File: config.mk
export PLATFORM = sky130hd
export DESIGN_NAME = shell_line_tokenizer
export DESIGN_NICKNAME = d
export VERILOG_FILES = /design/src/hw/rtl/slt_pkg.sv /design/src/hw/rtl/shell_line_tokenizer.sv
export VERILOG_INCLUDE_DIRS = /design/src /design/src/hw/rtl
export SDC_FILE = /design/constraint.sdc
export NUM_CORES = 1
export LEC_CHECK = 0
export ABC_CLOCK_PERIOD_IN_PS = 7300
export BUFFER_PORTS_ARGS = -buffer_cell sky130_fd_sc_hd__buf_2
export CAP_MARGIN = 20
export CORE_MARGIN = 2
export CORE_UTILIZATION = 30
export CTS_CLUSTER_SIZE = 10
export DETAILED_ROUTE_END_ITERATION = 12
export PLACE_DENSITY_LB_ADDON = 0.3
export SYNTH_ARGS = -nofsm -noshare
export SYNTH_HDL_FRONTEND = slang
export SYNTH_SLANG_ARGS = --single-unit
File: constraint.sdc
create_clock -name clk -period 7.3 [get_ports clk]
set_input_delay 0.365 -clock clk [delete_from_list [all_inputs] [get_ports clk]]
set_output_delay 0.365 -clock clk [all_outputs]
set_load 0.005 [all_outputs]
File: src/hw/rtl/shell_line_tokenizer_assert.svh
// ----------------------------------------------------------------------------
// shell_line_tokenizer_assert.svh
// assertion macros for the shell line tokenizer; NO_ASSERTIONS removes them
// ----------------------------------------------------------------------------
`ifndef SHELL_LINE_TOKENIZER_ASSERT_SVH
`define SHELL_LINE_TOKENIZER_ASSERT_SVH

`ifndef NO_ASSERTIONS

// same-cycle implication, clocked on clk, off during reset
`define SLT_ASSERT_IMP(label, ante, cons) \
	label: assert property (@(posedge clk) disable iff (!arst_n) (ante) |-> (cons)) \
		else $error("shell_line_tokenizer assertion failed");

// next-cycle implication, clocked on clk, off during reset
`define SLT_ASSERT_NEXT(label, ante, cons) \
	label: assert property (@(posedge clk) disable iff (!arst_n) (ante) |=> (cons)) \
		else $error("shell_line_tokenizer assertion failed");

`else

`define SLT_ASSERT_IMP(label, ante, cons)
`define SLT_ASSERT_NEXT(label, ante, cons)

`endif

`endif

File: src/hw/rtl/slt_pkg.sv
// ----------------------------------------------------------------------------
// slt_pkg
// types and character constants for the shell line tokenizer
// ----------------------------------------------------------------------------
package slt_pkg;

	// lexer mode between bytes
	typedef enum logic [1:0] {
		MODE_IDLE  = 2'd0,
		MODE_ATOM  = 2'd1,
		MODE_QUOTE = 2'd2
	} lex_mode_t;

	// token kinds as seen on the result port
	typedef enum logic [2:0] {
		KIND_ERROR = 3'd0,
		KIND_EOL   = 3'd1,
		KIND_ATOM  = 3'd2,
		KIND_PIPE  = 3'd3,
		KIND_AMP   = 3'd4,
		KIND_GT    = 3'd5,
		KIND_LT    = 3'd6,
		KIND_SEMI  = 3'd7
	} token_kind_t;

	// one result entry
	typedef struct packed {
		token_kind_t kind;
		logic [11:0] start;
		logic [11:0] length;
		logic        last;
		logic        too_long;
	} tok_t;

	localparam int unsigned OFFSET_W = 12;
	localparam int unsigned CP_W     = 31;

	// characters the lexer reacts to
	localparam logic [7:0] CH_PIPE   = 8'h7C;
	localparam logic [7:0] CH_AMP    = 8'h26;
	localparam logic [7:0] CH_GT     = 8'h3E;
	localparam logic [7:0] CH_LT     = 8'h3C;
	localparam logic [7:0] CH_SEMI   = 8'h3B;
	localparam logic [7:0] CH_DQUOTE = 8'h22;
	localparam logic [7:0] CH_SQUOTE = 8'h27;
	localparam logic [7:0] CH_SPACE  = 8'h20;
	localparam logic [7:0] CH_TAB    = 8'h09;
	localparam logic [7:0] CH_LF     = 8'h0A;
	localparam logic [7:0] CH_VT     = 8'h0B;
	localparam logic [7:0] CH_FF     = 8'h0C;
	localparam logic [7:0] CH_CR     = 8'h0D;

endpackage

File: src/hw/rtl/shell_line_tokenizer.sv
// ----------------------------------------------------------------------------
// shell_line_tokenizer
// byte-serial lexer for one shell command line: lenient utf-8 decode, atoms,
// quoted atoms, operators and end of line, with byte start and length
// ----------------------------------------------------------------------------
//
//  channel  signals                                   direction  per request
//  line     line_valid / line_ready / line_byte       in         one raw byte
//  token    token_valid / token_ready / token_kind,   out        one token
//           token_start, token_length, last_of_run,
//           line_too_long
//
// one byte is taken every cycle while the queue has room; it is decoded while
// it sits in the input register, and its zero to two tokens are written into a
// 4-entry result queue, from which a token shows on the token port.
// the queue drains one token a cycle while token_ready is high; a byte's two
// tokens leave in turn, and a full queue (over two entries used) stalls input.
// reset clears the lexer state and empties the queue; a nul byte returns the
// lexer to its reset state after its tokens are queued.
// ----------------------------------------------------------------------------
module shell_line_tokenizer #(
	parameter int unsigned LINE_BYTES = 4096
) (
	input  logic        clk,
	input  logic        arst_n,
	input  logic        line_valid,
	output logic        line_ready,
	input  logic [7:0]  line_byte,
	output logic        token_valid,
	input  logic        token_ready,
	output logic [2:0]  token_kind,
	output logic [11:0] token_start,
	output logic [11:0] token_length,
	output logic        last_of_run,
	output logic        line_too_long
);
	import slt_pkg::*;

	localparam logic [OFFSET_W-1:0] MAX_OFF =
		(LINE_BYTES - 1 > 4095) ? 12'd4095 : OFFSET_W'(LINE_BYTES - 1);
	localparam int unsigned DEPTH = 4;

	// input register
	logic       valid_s1;
	logic [7:0] byte_s1;

	// lexer state
	lex_mode_t           lex_mode_q;
	logic                cqd_q;
	logic [OFFSET_W-1:0] tok_start_q;
	logic [OFFSET_W-1:0] byte_offset_q;
	logic [OFFSET_W-1:0] char_start_q;
	logic [CP_W-1:0]     pcp_q;
	logic [2:0]          cont_q;
	logic                sat_q;

	// result queue
	tok_t       fifo_q [DEPTH];
	logic [1:0] rd_ptr_q;
	logic [1:0] wr_ptr_q;
	logic [2:0] cnt_q;

	// decode results
	lex_mode_t           lex_mode_d;
	logic                cqd_d;
	logic [OFFSET_W-1:0] tok_start_d;
	logic [OFFSET_W-1:0] byte_offset_d;
	logic [OFFSET_W-1:0] char_start_d;
	logic [CP_W-1:0]     pcp_d;
	logic [2:0]          cont_d;
	logic                sat_d;
	logic                line_end;
	tok_t                r0;
	tok_t                r1;
	logic [1:0]          n_res;

	logic adv;
	logic pop;

	function automatic logic [OFFSET_W-1:0] span(logic [OFFSET_W-1:0] from,
			logic [OFFSET_W-1:0] to);
		return (to > from) ? to - from : '0;
	endfunction

	function automatic logic is_ch(logic [CP_W-1:0] c, logic [7:0] ch);
		return c == {{(CP_W-8){1'b0}}, ch};
	endfunction

	function automatic logic is_sp(logic [CP_W-1:0] c);
		return is_ch(c, CH_SPACE) || is_ch(c, CH_TAB) || is_ch(c, CH_LF) ||
			is_ch(c, CH_VT) || is_ch(c, CH_FF) || is_ch(c, CH_CR);
	endfunction

	// error kind stands for "not an operator"
	function automatic token_kind_t op_of(logic [CP_W-1:0] c);
		token_kind_t k;
		k = KIND_ERROR;
		if (is_ch(c, CH_PIPE)) k = KIND_PIPE;
		if (is_ch(c, CH_AMP))  k = KIND_AMP;
		if (is_ch(c, CH_GT))   k = KIND_GT;
		if (is_ch(c, CH_LT))   k = KIND_LT;
		if (is_ch(c, CH_SEMI)) k = KIND_SEMI;
		return k;
	endfunction

	function automatic tok_t mk(token_kind_t k, logic [OFFSET_W-1:0] s,
			logic [OFFSET_W-1:0] l, logic sat);
		tok_t t;
		t.kind     = k;
		t.start    = s;
		t.length   = l;
		t.last     = 1'b0;
		t.too_long = sat;
		return t;
	endfunction

	// handshakes
	assign adv        = valid_s1 && (cnt_q <= 3'd2);
	assign line_ready = !valid_s1 || adv;
	assign pop        = token_valid && token_ready;

	// input register control
	always_ff @(posedge clk or negedge arst_n) begin
		if (!arst_n) begin
			valid_s1 <= 1'b0;
		end else if (line_valid && line_ready) begin
			valid_s1 <= 1'b1;
		end else if (adv) begin
			valid_s1 <= 1'b0;
		end
	end

	// input byte payload
	always_ff @(posedge clk) begin
		if (line_valid && line_ready) begin
			byte_s1 <= line_byte;
		end
	end

	// utf-8 decode and token formation
	always_comb begin
		logic [OFFSET_W-1:0] pos;
		logic [OFFSET_W-1:0] nxt;
		logic [OFFSET_W-1:0] cstart;
		logic [CP_W-1:0]     cp;
		logic                have;
		lex_mode_t           mode;
		logic [2:0]          a;
		logic [7:0]          mask;
		logic [7:0]          qch;
		token_kind_t         opk;
		tok_t                t;

		pos    = byte_offset_q;
		nxt    = (pos < MAX_OFF) ? pos + 12'd1 : MAX_OFF;
		cstart = pos;
		cp     = '0;
		have   = 1'b0;
		a      = 3'd2;
		mask   = 8'hFF;
		t      = '0;

		unique case (lex_mode_q)
			MODE_ATOM:  mode = MODE_ATOM;
			MODE_QUOTE: mode = MODE_QUOTE;
			default:    mode = MODE_IDLE;
		endcase

		cqd_d        = cqd_q;
		tok_start_d  = tok_start_q;
		char_start_d = char_start_q;
		pcp_d        = pcp_q;
		cont_d       = cont_q;
		line_end     = 1'b0;
		r0           = '0;
		r1           = '0;
		n_res        = 2'd0;

		// character assembly
		if (cont_q != 3'd0) begin
			if (byte_s1 == 8'h00) begin
				if (mode == MODE_IDLE) begin
					mode        = MODE_ATOM;
					tok_start_d = char_start_q;
				end
				cont_d = 3'd0;
				have   = 1'b1;
			end else begin
				pcp_d  = {pcp_q[CP_W-7:0], byte_s1[5:0]};
				cont_d = cont_q - 3'd1;
				if (cont_d == 3'd0) begin
					cp     = pcp_d;
					cstart = char_start_q;
					have   = 1'b1;
				end
			end
		end else if (byte_s1[7:6] == 2'b11) begin
			priority if (!byte_s1[5]) a = 3'd2;
			else if (!byte_s1[4])     a = 3'd3;
			else if (!byte_s1[3])     a = 3'd4;
			else if (!byte_s1[2])     a = 3'd5;
			else                      a = 3'd6;
			if (a < 3'd6 || !byte_s1[1]) begin
				mask         = 8'hFF >> (a + 3'd1);
				pcp_d        = {{(CP_W-8){1'b0}}, byte_s1 & mask};
				cont_d       = a - 3'd1;
				char_start_d = pos;
			end else begin
				cp   = {{(CP_W-8){1'b0}}, byte_s1};
				have = 1'b1;
			end
		end else begin
			cp   = {{(CP_W-8){1'b0}}, byte_s1};
			have = 1'b1;
		end

		// token formation on a whole character
		opk = op_of(cp);
		qch = cqd_q ? CH_DQUOTE : CH_SQUOTE;
		if (have) begin
			if (mode == MODE_QUOTE) begin
				if (cp == '0) begin
					r0       = mk(KIND_ERROR, tok_start_d, span(tok_start_d, cstart), sat_q);
					n_res    = 2'd1;
					line_end = 1'b1;
				end else if (is_ch(cp, qch)) begin
					r0    = mk(KIND_ATOM, tok_start_d, span(tok_start_d, cstart), sat_q);
					n_res = 2'd1;
					mode  = MODE_IDLE;
				end
			end else begin
				if (mode == MODE_ATOM && (cp == '0 || is_sp(cp) || opk != KIND_ERROR)) begin
					r0    = mk(KIND_ATOM, tok_start_d, span(tok_start_d, cstart), sat_q);
					n_res = 2'd1;
					mode  = MODE_IDLE;
				end
				t = '0;
				if (cp == '0) begin
					t        = mk(KIND_EOL, cstart, '0, sat_q);
					line_end = 1'b1;
				end else if (opk != KIND_ERROR) begin
					t = mk(opk, cstart, span(cstart, nxt), sat_q);
				end else if (mode == MODE_IDLE && !is_sp(cp)) begin
					if (is_ch(cp, CH_DQUOTE) || is_ch(cp, CH_SQUOTE)) begin
						mode        = MODE_QUOTE;
						cqd_d       = is_ch(cp, CH_DQUOTE);
						tok_start_d = nxt;
					end else begin
						mode        = MODE_ATOM;
						tok_start_d = cstart;
					end
				end
				// second slot or first, whichever is free
				if (cp == '0 || opk != KIND_ERROR) begin
					if (n_res == 2'd0) begin
						r0    = t;
						n_res = 2'd1;
					end else begin
						r1    = t;
						n_res = 2'd2;
					end
				end
			end
		end

		// mark the last token of this byte
		if (n_res == 2'd1) r0.last = 1'b1;
		if (n_res == 2'd2) r1.last = 1'b1;

		// next state, back to reset after end of line
		if (line_end) begin
			lex_mode_d    = MODE_IDLE;
			cqd_d         = 1'b0;
			tok_start_d   = '0;
			byte_offset_d = '0;
			char_start_d  = '0;
			pcp_d         = '0;
			cont_d        = 3'd0;
			sat_d         = 1'b0;
		end else begin
			lex_mode_d = mode;
			if (byte_offset_q < MAX_OFF) begin
				byte_offset_d = byte_offset_q + 12'd1;
				sat_d         = sat_q;
			end else begin
				byte_offset_d = MAX_OFF;
				sat_d         = 1'b1;
			end
		end
	end

	// lexer state registers
	always_ff @(posedge clk or negedge arst_n) begin
		if (!arst_n) begin
			lex_mode_q    <= MODE_IDLE;
			cqd_q         <= 1'b0;
			tok_start_q   <= '0;
			byte_offset_q <= '0;
			char_start_q  <= '0;
			pcp_q         <= '0;
			cont_q        <= 3'd0;
			sat_q         <= 1'b0;
		end else if (adv) begin
			lex_mode_q    <= lex_mode_d;
			cqd_q         <= cqd_d;
			tok_start_q   <= tok_start_d;
			byte_offset_q <= byte_offset_d;
			char_start_q  <= char_start_d;
			pcp_q         <= pcp_d;
			cont_q        <= cont_d;
			sat_q         <= sat_d;
		end
	end

	// result queue pointers and fill
	always_ff @(posedge clk or negedge arst_n) begin
		if (!arst_n) begin
			rd_ptr_q <= 2'd0;
			wr_ptr_q <= 2'd0;
			cnt_q    <= 3'd0;
		end else begin
			if (pop) begin
				rd_ptr_q <= rd_ptr_q + 2'd1;
			end
			if (adv) begin
				wr_ptr_q <= wr_ptr_q + n_res;
			end
			cnt_q <= cnt_q + (adv ? {1'b0, n_res} : 3'd0) - {2'b00, pop};
		end
	end

	// result queue entries
	always_ff @(posedge clk) begin
		if (adv && n_res != 2'd0) begin
			fifo_q[wr_ptr_q] <= r0;
		end
		if (adv && n_res == 2'd2) begin
			fifo_q[wr_ptr_q + 2'd1] <= r1;
		end
	end

	// result port
	assign token_valid   = cnt_q != 3'd0;
	assign token_kind    = fifo_q[rd_ptr_q].kind;
	assign token_start   = fifo_q[rd_ptr_q].start;
	assign token_length  = fifo_q[rd_ptr_q].length;
	assign last_of_run   = fifo_q[rd_ptr_q].last;
	assign line_too_long = fifo_q[rd_ptr_q].too_long;

	`include "shell_line_tokenizer_assert.svh"

	// queue never overfills
	`SLT_ASSERT_IMP(a_cnt_bound, 1'b1, cnt_q <= 3'(DEPTH))
	// offset stays clamped
	`SLT_ASSERT_IMP(a_off_bound, 1'b1, byte_offset_q <= MAX_OFF)
	// saturation flag only with the offset at its ceiling
	`SLT_ASSERT_IMP(a_sat_at_max, sat_q, byte_offset_q == MAX_OFF)
	// end of line puts the lexer back to its reset state
	`SLT_ASSERT_NEXT(a_eol_clear, adv && line_end,
		byte_offset_q == '0 && lex_mode_q == MODE_IDLE && cont_q == 3'd0 && !sat_q)

endmodule
==> key figures <==
Global routing
  – GRT Overall Usage: 15.83%
  – Met2 Track Usage GR: 24.53%
  – Busiest grt layer: met2
  – Largest net degree at the start of global routing: 51
  – Number of global-route vias before repair: 8614
  – GR Util met1: 22.97%
  – Grt met3 use: 2.157%
  – Initial antenna violation count: 0
  – Total congestion overflow: 0
  – First-pass GRT wire length: 50940 microns

Layout
  – Final net count: 1155
  – Synth-to-Final Area Change: 12.44%
  – Layout cells sized above 1: 16.44%
  – Area of the multi-input gates: 5952 sq um
  – Post-route core utilization: 33.99%
  – Reg area: 5627 sq um
  – Cell area after layout: 13440 sq um
  – Fill cells: 3936
  – Fin cells: 1638
  – Diodes inserted: 0

Synth
  – Netlist cell types: 82
  – Post-synth EDFFs: 124
  – Synthesized cell area: 11960 sq um
  – Syn Nets: 1134
  – Most numerous cell in the Yosys netlist: edfxtp_1
  – Top FF cell, synth: edfxtp_1
  – Warnings, synthesis: 0
  – Synth top area share: 31.14%
  – Post-synthesis sequential area ratio: 47.05%
  – Synth top area cells: edfxtp_1 (31%), dfrtp_1 (16%), mux4_2 (5.5%)
  – Syn Inst Count: 1079
  – Synth area leader: edfxtp_1
  – Mean area per synthesized cell: 11.08 sq um
  – Asr flop ratio synth: 38.00%
  – Register bit total from synthesis: 200
  – Post-synth top cells: edfxtp_1 (124), nand2_1 (114), dfrtp_1 (76), o22ai_1 (64), nor2_1 (63)

Die
  – Die H: 203.6 microns
  – Core area: 39550 sq um
  – Row count: 73
  – Starting Density: 30.23%
  – DIE AREA: 41470 sq um
  – Width of the die: 203.6 microns
  – I/O Pins: 43

Clocking
  – Later-pin clock latency in the skew report: 0.46 ns
  – Reg clk slew, reported paths: 0.09 ns
  – Sink Count: 200
  – CTS tree: done
  – Clock buffer depth: 2
  – Post-cts sizing count: 0
  – H-tree depth: 4
  – Inserted Clock Buffers: 17
  – CTS root buf: clkbuf_16

Route
  – Routed wire length: 32110 microns
  – First drt pass iteration count: 5
  – WL per Instance: 19.60 microns
  – DRC violation count after routing: 0
  – Vias: 8809
  – Final ANT Viol Nets: 0
  – Vias/cell: 5.378
  – First DRT Iteration DRCs: 691

Timing
  – Clock Skew: 0.01475 ns
  – Max Fclk: 167.1 MHz
  – Fin Setup TNS: 0 ns
  – Max-Slew Margin vs Limit: 25.58%
  – Final Hold Vio Count: 0
  – Least-Margin Pin Slew: 1.110 ns
  – Slew Viols, Final: 0
  – RSZ-0062 raised after global routing: false
  – Min Tclk post-route: 5.985 ns
  – Final setup fails: 0
  – Final worst path period share: 81.98%

Power and ir drop
  – Final total power: 5781 uW
  – P_leak: 0.005092 uW
  – Power density cells: 430.0 nW/um^2
  – VDD IR max: 174.3 uV

Place
  – Dpl hpwl: 23470 microns
  – Port Buffers: 42
  – Final RePlAce weighted congestion: 0.8558
  – Post-Place Cell Area: 12750 sq um
  – DP Cell Count: 1602

Setup path
  – Startpoint Class: flip-flop
  – Crit-path max FO: 16
  – Worst EP arrival: 6.17 ns
  – Crit path capture type: flip-flop
  – Worst Path Required: 7.48 ns
  – Crit Path Class: flip-flop to flip-flop

Hold path
  – Worst hold path class: input port to flip-flop

Flow run
  – Max Cap Viol: 0

Outcome
  – Outcome: complete, no violations
-- cells in the final DEF, fill, tap and decap left out, types with 15 or more instances in the layout --
cell type and instances:
mux2i_1 46, nand2_1 114, nor3_1 20, nand3_1 23, o22ai_1 64, edfxtp_1 124, xnor2_1 27, mux4_2 29
a22o_1 37, inv_1 39, buf_4 22, xor2_1 15, o21ai_0 41, mux2_2 15, nor2_1 63, clkbuf_16 17
ha_1 40, buf_2 41, nand2b_1 17, dfrtp_1 75, nor4_1 15, a21oi_1 29
-- worst max-delay path, stage by stage (launching register included) --
cell and delay (ns):
dfrtp_1 0.37, inv_1 0.08, ha_1 0.23, nand2b_1 0.51, nor3_1 0.17, a211oi_1 0.94
nand4bb_1 0.29, o22ai_2 0.16, nor4_2 0.30, buf_4 0.23, nand2b_1 0.43, inv_1 0.09
ha_1 0.38, nor2_1 0.28, nand3_1 0.46, nand2_1 0.58, o22ai_1 0.18
-- stage by stage --
stage / worst slack, ns / hold WS (ns)
after floorplan: 1.171 / 0.06941
after global placement: 1.574 / 0.3064
after detailed placement: 1.396 / 0.3043
after CTS: 1.354 / 0.06184
after global routing: 0.8737 / 0.06436
final: 1.315 / 0.07783
-- routing by layer --
layer  up-vias  part of all wire, %
li1       4173                    -
met1      4372                   48
met2       227                   46
met3        37                  4.1
met4         0                  1.8
met5         -                    0
-- worst paths after layout --
check	depth (start not counted)	slack, ns	endpoint	startpoint
worst max-delay path	16	1.32	fifo_q[0][9]	cont_q[0]
worst min-delay path	1	0.08	byte_s1[4]	line_byte[4]
worst max register to register	16	1.32	fifo_q[0][9]	cont_q[0]
worst min register to register	2	0.49	cont_q[1]	cont_q[1]
max in group asynchronous	3	5.94	byte_offset_q[2]	arst_n
min in group asynchronous	2	0.36	pcp_q[18]	arst_n
-- sequential cells by signal, summed over array words and instances, names as in the netlist --
| signal | flops |
|---|---|
| lex_mode_q | 2 |
| char_start_q | 12 |
| sat_q | 1 |
| byte_s1 | 8 |
| cnt_q | 3 |
| rd_ptr_q | 2 |
| byte_offset_q | 12 |
| wr_ptr_q | 2 |
| fifo_q | 116 |
| cqd_q | 1 |
| cont_q | 3 |
| tok_start_q | 12 |
| valid_s1 | 1 |
| pcp_q | 25 |
-- power by group --
part | switching (uW) | internal (uW)
registers | 161 | 1450
logic | 1990 | 1170
clock network | 528 | 480
-- cell families after synthesis --
family          after synthesis  share of synthesized area, %
flops                       200                         47.05
simple gates                321                         13.91
buf+inv                     104                         3.548
mux                          94                         11.48
compound gates              275                         16.25
fa+ha+maj                    43                         4.688
xor+xnor                     42                         3.077
-- timing repair --
action	in CTS	in global routing
hold buffers	1	0
setup buffers	0	0
setup endpoints to repair	0	0
hold endpoints to repair	26	0
-- area by class of cell --
type / count / share of cell area, %
flip-flops and latches: 200 / 41.85
clock inverters: 15 / 1.545
inverters: 39 / 1.089
well taps: 525 / 4.886
repair buffers: 67 / 3.192
clock buffers: 17 / 3.164
multi-input cells: 775 / 44.27
Note: power is estimated with default switching activity, not from simulation.
